===== src/sks_pkg.sv =====
// Shared types, constants and helper functions of the hash-chain keystream block.
package sks_pkg;

   typedef enum logic [2:0] {
      ST_IDLE,
      ST_FLUSH,
      ST_LOAD,
      ST_LDWAIT,
      ST_RUN,
      ST_EMIT,
      ST_CAPT
   } state_type;

   typedef struct packed {
      logic init;
      logic load;
      logic run;
   } core_ctl_type;

   typedef struct packed {
      logic busy;
      logic done;
   } core_sts_type;

   localparam int unsigned ROUNDS    = 80;
   localparam int unsigned PAD_BASE  = 144;    // 0x80 byte, 128-bit length, 127 for round-up
   localparam logic [63:0] CHAIN_PAD = 64'h8000_0000_0000_0000;
   localparam logic [63:0] CHAIN_LEN = 64'd384;

   localparam logic [63:0] IV384 [8] = '{
      64'hcbbb9d5dc1059ed8, 64'h629a292a367cd507, 64'h9159015a3070dd17, 64'h152fecd8f70e5939,
      64'h67332667ffc00b31, 64'h8eb44a8768581511, 64'hdb0c2e0d64f98fa7, 64'h47b5481dbefa4fa4
   };

   localparam logic [63:0] RK [80] = '{
      64'h428a2f98d728ae22, 64'h7137449123ef65cd, 64'hb5c0fbcfec4d3b2f, 64'he9b5dba58189dbbc,
      64'h3956c25bf348b538, 64'h59f111f1b605d019, 64'h923f82a4af194f9b, 64'hab1c5ed5da6d8118,
      64'hd807aa98a3030242, 64'h12835b0145706fbe, 64'h243185be4ee4b28c, 64'h550c7dc3d5ffb4e2,
      64'h72be5d74f27b896f, 64'h80deb1fe3b1696b1, 64'h9bdc06a725c71235, 64'hc19bf174cf692694,
      64'he49b69c19ef14ad2, 64'hefbe4786384f25e3, 64'h0fc19dc68b8cd5b5, 64'h240ca1cc77ac9c65,
      64'h2de92c6f592b0275, 64'h4a7484aa6ea6e483, 64'h5cb0a9dcbd41fbd4, 64'h76f988da831153b5,
      64'h983e5152ee66dfab, 64'ha831c66d2db43210, 64'hb00327c898fb213f, 64'hbf597fc7beef0ee4,
      64'hc6e00bf33da88fc2, 64'hd5a79147930aa725, 64'h06ca6351e003826f, 64'h142929670a0e6e70,
      64'h27b70a8546d22ffc, 64'h2e1b21385c26c926, 64'h4d2c6dfc5ac42aed, 64'h53380d139d95b3df,
      64'h650a73548baf63de, 64'h766a0abb3c77b2a8, 64'h81c2c92e47edaee6, 64'h92722c851482353b,
      64'ha2bfe8a14cf10364, 64'ha81a664bbc423001, 64'hc24b8b70d0f89791, 64'hc76c51a30654be30,
      64'hd192e819d6ef5218, 64'hd69906245565a910, 64'hf40e35855771202a, 64'h106aa07032bbd1b8,
      64'h19a4c116b8d2d0c8, 64'h1e376c085141ab53, 64'h2748774cdf8eeb99, 64'h34b0bcb5e19b48a8,
      64'h391c0cb3c5c95a63, 64'h4ed8aa4ae3418acb, 64'h5b9cca4f7763e373, 64'h682e6ff3d6b2b8a3,
      64'h748f82ee5defb2fc, 64'h78a5636f43172f60, 64'h84c87814a1f0ab72, 64'h8cc702081a6439ec,
      64'h90befffa23631e28, 64'ha4506cebde82bde9, 64'hbef9a3f7b2c67915, 64'hc67178f2e372532b,
      64'hca273eceea26619c, 64'hd186b8c721c0c207, 64'heada7dd6cde0eb1e, 64'hf57d4f7fee6ed178,
      64'h06f067aa72176fba, 64'h0a637dc5a2c898a6, 64'h113f9804bef90dae, 64'h1b710b35131c471b,
      64'h28db77f523047d84, 64'h32caab7b40c72493, 64'h3c9ebe0a15c9bebc, 64'h431d67c49c100d4c,
      64'h4cc5d4becb3e42b6, 64'h597f299cfc657e2a, 64'h5fcb6fab3ad6faec, 64'h6c44198c4a475817
   };

   function automatic logic [63:0] rotr(input logic [63:0] x, input int unsigned n);
      return (x >> n) | (x << (64 - n));
   endfunction

   function automatic logic [63:0] big_sig0(input logic [63:0] x);
      return rotr(x, 28) ^ rotr(x, 34) ^ rotr(x, 39);
   endfunction

   function automatic logic [63:0] big_sig1(input logic [63:0] x);
      return rotr(x, 14) ^ rotr(x, 18) ^ rotr(x, 41);
   endfunction

   function automatic logic [63:0] sml_sig0(input logic [63:0] x);
      return rotr(x, 1) ^ rotr(x, 8) ^ (x >> 7);
   endfunction

   function automatic logic [63:0] sml_sig1(input logic [63:0] x);
      return rotr(x, 19) ^ rotr(x, 61) ^ (x >> 6);
   endfunction

   function automatic logic [63:0] bswap(input logic [63:0] x);
      logic [63:0] r;
      for (int i = 0; i < 8; i++) begin
         r[8*i +: 8] = x[8*(7-i) +: 8];
      end
      return r;
   endfunction

   // ones in the low n bytes
   function automatic logic [63:0] byte_mask(input logic [3:0] n);
      logic [63:0] m;
      for (int i = 0; i < 8; i++) begin
         m[8*i +: 8] = (4'(i) < n) ? 8'hff : 8'h00;
      end
      return m;
   endfunction

endpackage


===== src/sks_msg_store.sv =====
// Message store: byte packer in front of a word memory, with length and overflow tracking.
module sks_msg_store #(
   parameter int unsigned MAX_WORDS = 64,
   parameter int unsigned LW = $clog2(MAX_WORDS*8+1),
   parameter int unsigned AW = (MAX_WORDS > 1) ? $clog2(MAX_WORDS) : 1
) (
   input  logic          clock,
   input  logic          reset,
   input  logic          wr,
   input  logic [63:0]   wr_word,
   input  logic [3:0]    wr_count,
   input  logic          flush,
   input  logic          clear,
   input  logic          rd_en,
   input  logic [AW-1:0] rd_addr,
   output logic [63:0]   rd_data,
   output logic [LW-1:0] length,
   output logic          overflow
);

   localparam logic [LW-1:0] CAP = LW'(MAX_WORDS*8);

   logic [63:0]   mem [MAX_WORDS];
   logic [63:0]   rd_data_ff;
   logic [63:0]   acc_ff, acc_in;
   logic [LW-1:0] len_ff, len_in;
   logic          ovf_ff, ovf_in;

   logic [LW-1:0]  room;
   logic [3:0]     cnt8, take;
   logic           drop;
   logic [2:0]     k;
   logic [127:0]   comb;
   logic [4:0]     fill;
   logic           full;
   logic [AW-1:0]  widx;

   always_comb begin
      room   = CAP - len_ff;
      cnt8   = (wr_count > 4'd8) ? 4'd8 : wr_count;
      drop   = LW'(cnt8) > room;
      take   = drop ? room[3:0] : cnt8;
      k      = len_ff[2:0];
      comb   = {64'd0, acc_ff & sks_pkg::byte_mask({1'b0, k})}
             | ({64'd0, wr_word & sks_pkg::byte_mask(take)} << {k, 3'b000});
      fill   = {2'b00, k} + {1'b0, take};
      full   = fill >= 5'd8;
      widx   = len_ff[AW+2:3];
      len_in = len_ff;
      ovf_in = ovf_ff;
      acc_in = acc_ff;
      if (wr) begin
         len_in = len_ff + LW'(take);
         ovf_in = ovf_ff | drop;
         acc_in = full ? comb[127:64] : comb[63:0];
      end
      if (clear) begin
         len_in = '0;
         ovf_in = 1'b0;
      end
   end

   always_ff @(posedge clock) begin
      if (reset) begin
         len_ff <= '0;
         ovf_ff <= 1'b0;
      end else begin
         len_ff <= len_in;
         ovf_ff <= ovf_in;
      end
   end

   always_ff @(posedge clock) begin
      acc_ff <= acc_in;
   end

   always_ff @(posedge clock) begin
      if (wr && full) begin
         mem[widx] <= comb[63:0];
      end else if (flush && (k != 3'd0)) begin
         mem[widx] <= acc_ff;
      end
      if (rd_en) begin
         rd_data_ff <= mem[rd_addr];
      end
   end

   assign rd_data  = rd_data_ff;
   assign length   = len_ff;
   assign overflow = ovf_ff;

   a_len_cap: assert property (@(posedge clock) disable iff (reset) len_ff <= CAP)
      else $error("stored length beyond capacity");

endmodule


===== config.mk =====
export PLATFORM = sky130hd
export DESIGN_NAME = sks_msg_store
export DESIGN_NICKNAME = d
export VERILOG_FILES = /design/src/sks_pkg.sv /design/src/sks_msg_store.sv
export SDC_FILE = /design/constraint.sdc
export NUM_CORES = 2
export LEC_CHECK = 0
export ABC_CLOCK_PERIOD_IN_PS = 13700
export BUFFER_PORTS_ARGS = -buffer_cell sky130_fd_sc_hd__buf_2
export CAP_MARGIN = 5
export CORE_UTILIZATION = 49
export CTS_CLUSTER_DIAMETER = 60
export CTS_CLUSTER_SIZE = 12
export DETAILED_ROUTE_END_ITERATION = 10
export GPL_TIMING_DRIVEN = 1
export PLACE_DENSITY = 0.64
export RECOVER_POWER = 50
export SYNTH_ARGS = -nofsm -noshare
export SYNTH_HDL_FRONTEND = slang
export SYNTH_SLANG_ARGS = --single-unit

===== constraint.sdc =====
create_clock -name clock -period 13.7 [get_ports clock]
set_input_delay 1.37 -clock clock [delete_from_list [all_inputs] [get_ports clock]]
set_output_delay 1.37 -clock clock [all_outputs]
set_load 0.05 [all_outputs]

Word-level counts from Yosys, hierarchy flattened

Memories as Yosys holds them, arrays and structs flattened. A register that Yosys moved wholly into a read port is not among the register bits.
Cells that the tools add are included.
W data, S select, Z words.

Flip-flop bits (word level): 75
Memory bits (writable): 4096
Word-level logic and storage cells: 59
Memories kept: 1

Memories:

| name | depth | bits a word | read ports | clocked after memory_dff | wr ports | line                | RTL |
|---|---|---|---|---|---|---|---|
| mem  | 64    | 64          | 1          | 1                        | 1        | sks_msg_store.sv:23 | `logic [63:0] mem [MAX_WORDS];` |

$add $sub $neg: 3
Order comparisons: 18
Shift operators: 1
Multiplexer cells: 24
Bitwise gates (word level): 5
Reduce and logical (&&, ||, !) cells: 4

Operators by type and width:

| kind                     | count |
|---|---|
| $mux W64                 | 2 |
| $or A64 B128 Y128        | 1 |
| $shl A64 B6 Y128         | 1 |
| $mux W8                  | 15 |
| $and A64 B56 Y64         | 1 |
| $and A64 B64 Y64         | 1 |
| $lt A3 B4 Y1 const A     | 4 |
| $add A10 B4 Y10          | 1 |
| $gt A4 B10 Y1            | 1 |
| $sub A10 B10 Y10 const A | 1 |
| $lt A3 B3 Y1 const A     | 3 |
| $lt A1 B4 Y1 const A     | 2 |
| $lt A2 B4 Y1 const A     | 2 |
| $mux W4                  | 2 |
| $lt A1 B3 Y1 const A     | 2 |
| $lt A2 B3 Y1 const A     | 2 |
| $add A3 B4 Y5            | 1 |
| $ge A5 B4 Y1 const B     | 1 |
| $mux W1                  | 5 |
| $gt A4 B4 Y1 const B     | 1 |
| $reduce_bool A3 Y1       | 1 |
| $logic_and A1 B1 Y1      | 2 |
| $or A1 B1 Y1             | 2 |
| $reduce_or A2 Y1         | 1 |

Longest topological paths before layout

Depth in word-level cells: 10
Gate-level depth with buffers: 26
Mapped depth without buffers: 20

Least setup slack after synthesis

Ideal clock, no wire load.

Kind: flip-flop to flip-flop
From: register len_ff[1], in the netlist length[1]
To: memory mem[32][0] (enable)
Arrival: 10044 ps
Required time: 13135 ps
Slack: 3091 ps
Stages on the path, launching flop included: 25
Buffers on the path: 6
Cell sequence: dfxtp_1 -> inv_1 -> clkbuf_1 -> buf_1 -> clkbuf_1 -> clkbuf_1 -> ha_1 -> ha_1 -> inv_1 -> ha_1 -> and2_1 -> a32o_1 -> a221oi_2 -> nand2_1 -> o21ai_0 -> ha_1 -> a21oi_1 -> nor2b_1 -> and2_1 -> a21boi_2 -> o32a_1 -> or2_1 -> buf_2 -> buf_2 -> nor3_1

Cells in the longest elaborated chain, start to end: 9
Elaborated cells between the ends (all ways): 14
Those cells by class: 2 x add/sub; 2 x order compare; 6 x mux; 1 x bitwise; 3 x reduce/logical

RTL lines:

| what                              | line                                     | RTL |
|---|---|---|
| from (decl)                       | sks_msg_store.sv:26                      | `logic [LW-1:0] len_ff, len_in;` |
| from (signal assigned)            | sks_msg_store.sv:68                      | `len_ff <= len_in;` |
| $sub A10 B10 Y10                  | sks_msg_store.sv:39                      | `room = CAP - len_ff;` |
| $gt A4 B10 Y1                     | sks_msg_store.sv:41                      | `drop = LW'(cnt8) > room;` |
| $mux W4                           | sks_msg_store.sv:42                      | `take = drop ? room[3:0] : cnt8;` |
| $add A3 B4 Y5                     | sks_msg_store.sv:46                      | `fill = {2'b00, k} + {1'b0, take};` |
| $ge A5 B4 Y1                      | sks_msg_store.sv:47                      | `full = fill >= 5'd8;` |
| $logic_and A1 B1 Y1               | sks_msg_store.sv:78                      | `if (wr && full) begin` |
| $mux W1                           | sks_msg_store.sv:78                      |  |
| $mux W1, on equally long branches | sks_msg_store.sv:79, sks_msg_store.sv:81 |  |
| $or A1 B1 Y1 (no source line) (*) | n/a                                      |  |
| to (decl)                         | sks_msg_store.sv:23                      |  |

Mark *: on every way between the ends. The rest lies on a longest branch, timed or not.

Worst setup path in the final report

From: register len_ff[0], in the netlist length[0]
To: register acc_ff[20], data pin

Cells in the longest elaborated chain, start to end: 9
Elaborated cells between the ends (all ways): 28
Those cells by class: 2 x add/sub; 11 x order compare; 1 x shift; 11 x mux; 3 x bitwise

RTL lines:

| what                                 | line                | RTL |
|---|---|---|
| $sub A10 B10 Y10                     | sks_msg_store.sv:39 |  |
| $gt A4 B10 Y1                        | sks_msg_store.sv:41 |  |
| $mux W4                              | sks_msg_store.sv:42 |  |
| $lt A1 B4 Y1 (tied with other cells) | sks_pkg.sv:90       | `m[8*i +: 8] = (4'(i) < n) ? 8'hff : 8'h00;` |
| $mux W8                              | sks_pkg.sv:90       |  |
| $and A64 B64 Y64                     | sks_msg_store.sv:45 | `\| ({64'd0, wr_word & sks_pkg::byte_mask(take)} << {k, 3'b000});` |
| $shl A64 B6 Y128                     | sks_msg_store.sv:45 |  |
| $or A64 B128 Y128                    | sks_msg_store.sv:45 |  |
| $mux W64 (*)                         | sks_msg_store.sv:55 | `acc_in = full ? comb[127:64] : comb[63:0];` |
| to (signal assigned)                 | sks_msg_store.sv:74 | `acc_ff <= acc_in;` |
| to (decl)                            | sks_msg_store.sv:25 | `logic [63:0] acc_ff, acc_in;` |

Marked as above.
A chain may end at the register's enable or synchronous reset.

==> impl_metrics.yaml <==
run_status:
  outcome: "finished, violations left"
  violations: "capacitance limit, slew limit"
grt:
  grt_pass1_wl_um: 649000
  antenna_found_initial: 68
  grt-ovfl-total: 0
  track_usage_pct: 27.7
  grt_max_degree: 160
  grt_pass1_vias: 79700
layout:
  syn_to_final_growth_pct: 11.1
  nNetsFinal: 7442
  fin_area_um2: 183000
  num-fill-cells: 24600
  drive_gt1_share_pct: 29.6
die:
  die_area_um2: 339000
  rows: 212
  num_io_pins: 155
  dieHeight_um: 582
  die_x_um: 582
  core_um2: 334000
  start_util_pct: 49.4
sta:
  slew_headroom_pct: -426
  fin_ws_ps: 2490
  rsz0062_at_grt: "no"
  worstMarginPinSlew_ps: 7900
  finalHoldViolations: 0
  period_needed_ps: 11210
  fin_tns_setup_ps: 0
  max_freq_mhz: 89.2
  setup_viol: 0
  finalCritPeriodShare_pct: 81.8
  drv_slew: 2591
  clock-skew-final_ps: 49.6
setup_path:
  cp.required_ps: 14400
  critPathCaptureType: "register"
  cp_max_fo: 64
  cp-start-kind: "register"
  arrival_ps: 11920
  rrSetupSlack_ps: 2490
  worst-setup-path-type: "reg2reg"
route:
  vias_per_cell: 6.77
  num_vias: 80400
  first_pass_iters: 8
  wl_per_cell_um: 39.5
  drc: 0
  routed_wl_um: 469000
  drtAntennaViolNets: 0
  first_iter_violations: 11700
power:
  pwr_density_cell_nw_per_um2: 146
  cellLeakagePower_nw: 56.3
  vdd_drop_max_mv: 0.120
synth:
  netlist_instances: 6953
  synth_cell_types: 78
  synth.area.top_cells: "edfxtp_1 77%, mux4_2 18%, clkbuf_1 0.71%"
  ys_seq_area_share_pct: 77.0
  ys_ff_latch: 4235
  syn_area_um2: 165000
  yosys_warnings: 0
  syn-num-nets: 7044
  synth_edf_count: 4224
  synth_top_area_share_pct: 76.9
  ys.flop_type: "edfxtp_1"
  yosys.area.top_type: "edfxtp_1"
  ys_async_sr_fraction_pct: 0
  synth_area_per_cell_um2: 23.7
place:
  dp_slack_ps: 5050
  place_area_um2: 173000
  gp_congestion: 0.969
  place_hpwl_um: 271000
  port_buffers: 154
clocking:
  ctsHoldBuffers: 0
  cts_buffer_depth: 4
  clock-root-buffer: "clkbuf_16"
  cts_buffers: 408
  cts_max_level: 5
  cts_tree: "yes"
  ctsResizeCount: 0
  post_cts_buffers: 0
  clk_latency_ps: 960
  clk_pin_slew_worst_paths_ps: 60
  clock-sinks: 4235
hold_path:
  min_path_type: "reg2reg"
run:
  max-cap-violations: 73
-- sequential cells by signal, indices dropped and copies added, names as in the netlist --
name,cells
overflow,1
rd_data,64
acc_ff,64
length,10
mem,4096
-- cells in the mapped netlist (10+ instances only) --
library cell / count
a221o_1: 10
o22ai_1: 13
or3_1: 13
o21ai_0: 41
o21a_1: 14
a211oi_1: 22
o31ai_1: 16
a31oi_1: 16
o211a_1: 10
mux2i_1: 13
nand4_1: 19
and3_1: 11
a22oi_1: 16
dfxtp_1: 11
nand3_1: 67
o2111a_1: 13
nand2_1: 157
clkbuf_1: 311
mux4_2: 1344
nor2_2: 10
nor3_1: 70
ha_1: 10
inv_1: 27
a21oi_1: 51
nor2_1: 74
buf_1: 89
edfxtp_1: 4224
a22o_1: 24
buf_2: 14
mux2_2: 13
o211ai_1: 38
a32oi_1: 15
-- power by group --
| group | switching (mW) | internal (mW) |
|---|---|---|
| logic | 1.34 | 0.604 |
| registers | 0.0305 | 14.7 |
| clock network | 4.60 | 5.55 |
-- cell type report --
| cell class | instances | area, µm² | share of cell area, % |
|---|---|---|---|
| inverters | 27 | 101 | 0.0553 |
| well taps | 4387 | 5490 | 2.99 |
| diodes | 38 | 95.1 | 0.0519 |
| multi-input cells | 2272 | 36800 | 20.1 |
| clock inverters | 54 | 676 | 0.368 |
| flip-flops and latches | 4235 | 127000 | 69.3 |
| clock buffers | 443 | 10600 | 5.76 |
| repair buffers | 407 | 2550 | 1.39 |
-- worst max-delay path, stage by stage (launching register included) --
cell and delay (ps):
dfxtp_1 750, clkbuf_1 1850, ha_1 490, a32o_1 260, a221oi_1 990, nand2_1 280
o21ai_0 440, ha_1 320, a21oi_1 220, nor2b_1 120, and2_1 210, a21boi_2 220
nor2_4 120, clkbuf_1 2700, nand2_1 1460, o221ai_1 480
-- logic make-up after synthesis --
| logic type | count (synthesis) | share of synthesized area [%] |
|---|---|---|
| XOR/XNOR | 9 | 0.0478 |
| multiplexers | 1370 | 18.5 |
| AND/OR/NAND/NOR | 471 | 1.38 |
| AO/OA/AOI/OAI | 411 | 1.91 |
| adder cells (fa/ha/maj) | 11 | 0.0880 |
| flip-flops | 4235 | 77.0 |
| buffers and inverters | 446 | 1.04 |
-- cells in the final DEF (no fill, tap or decap), types with 10 or more instances in the layout --
| master | n |
|---|---|
| o211a_1 | 10 |
| nor3_1 | 69 |
| a221o_1 | 10 |
| mux2_2 | 13 |
| nor2_4 | 14 |
| mux2i_1 | 13 |
| edfxtp_1 | 4224 |
| a31oi_1 | 15 |
| mux4_2 | 1344 |
| clkinv_1 | 11 |
| o21a_1 | 14 |
| o22ai_1 | 13 |
| or3_1 | 13 |
| o21ai_0 | 32 |
| a211oi_1 | 19 |
| clkbuf_1 | 155 |
| nand4_1 | 19 |
| and3_1 | 11 |
| a22oi_1 | 16 |
| nor2_1 | 68 |
| diode_2 | 38 |
| buf_12 | 11 |
| ha_1 | 10 |
| inv_1 | 26 |
| nand2_1 | 157 |
| nand3_1 | 56 |
| o2111a_1 | 13 |
| o211ai_1 | 38 |
| a32oi_1 | 15 |
| o31ai_4 | 15 |
| buf_2 | 72 |
| a21oi_1 | 43 |
| buf_4 | 184 |
| a22o_1 | 16 |
| clkbuf_16 | 418 |
-- layer usage --
metal	global-route usage, %	share of wire [%]	wire [µm]
met5	0.269	0.057	267
met4	9.44	3.9	18200
met3	5.65	9.5	44400
met2	43.1	47	222000
met1	39.6	39	184000
-- metrics by stage --
stage	utilization, %	instances	hold slack, ps	power, mW
floorplan	-	6953	601	16.1
global placement	51.7	11300	553	16.9
detailed placement	51.7	11300	521	16.9
CTS	55.1	11800	538	26.9
global route	54.9	11800	575	27.5
finish	54.9	11900	551	26.8
-- path summary, 6_finish.rpt --
check	from	end	depth (start not counted)
worst min-delay path	overflow$_SDFFE_PP0P_	overflow$_SDFFE_PP0P_	2
worst max-delay path	length[0]$_SDFFE_PP0P_	acc_ff[20]$_DFFE_PP_	15
worst min register to register	overflow$_SDFFE_PP0P_	overflow$_SDFFE_PP0P_	2
worst max register to register	length[0]$_SDFFE_PP0P_	acc_ff[20]$_DFFE_PP_	15
No activity file was read; power rests on OpenSTA's default activity.
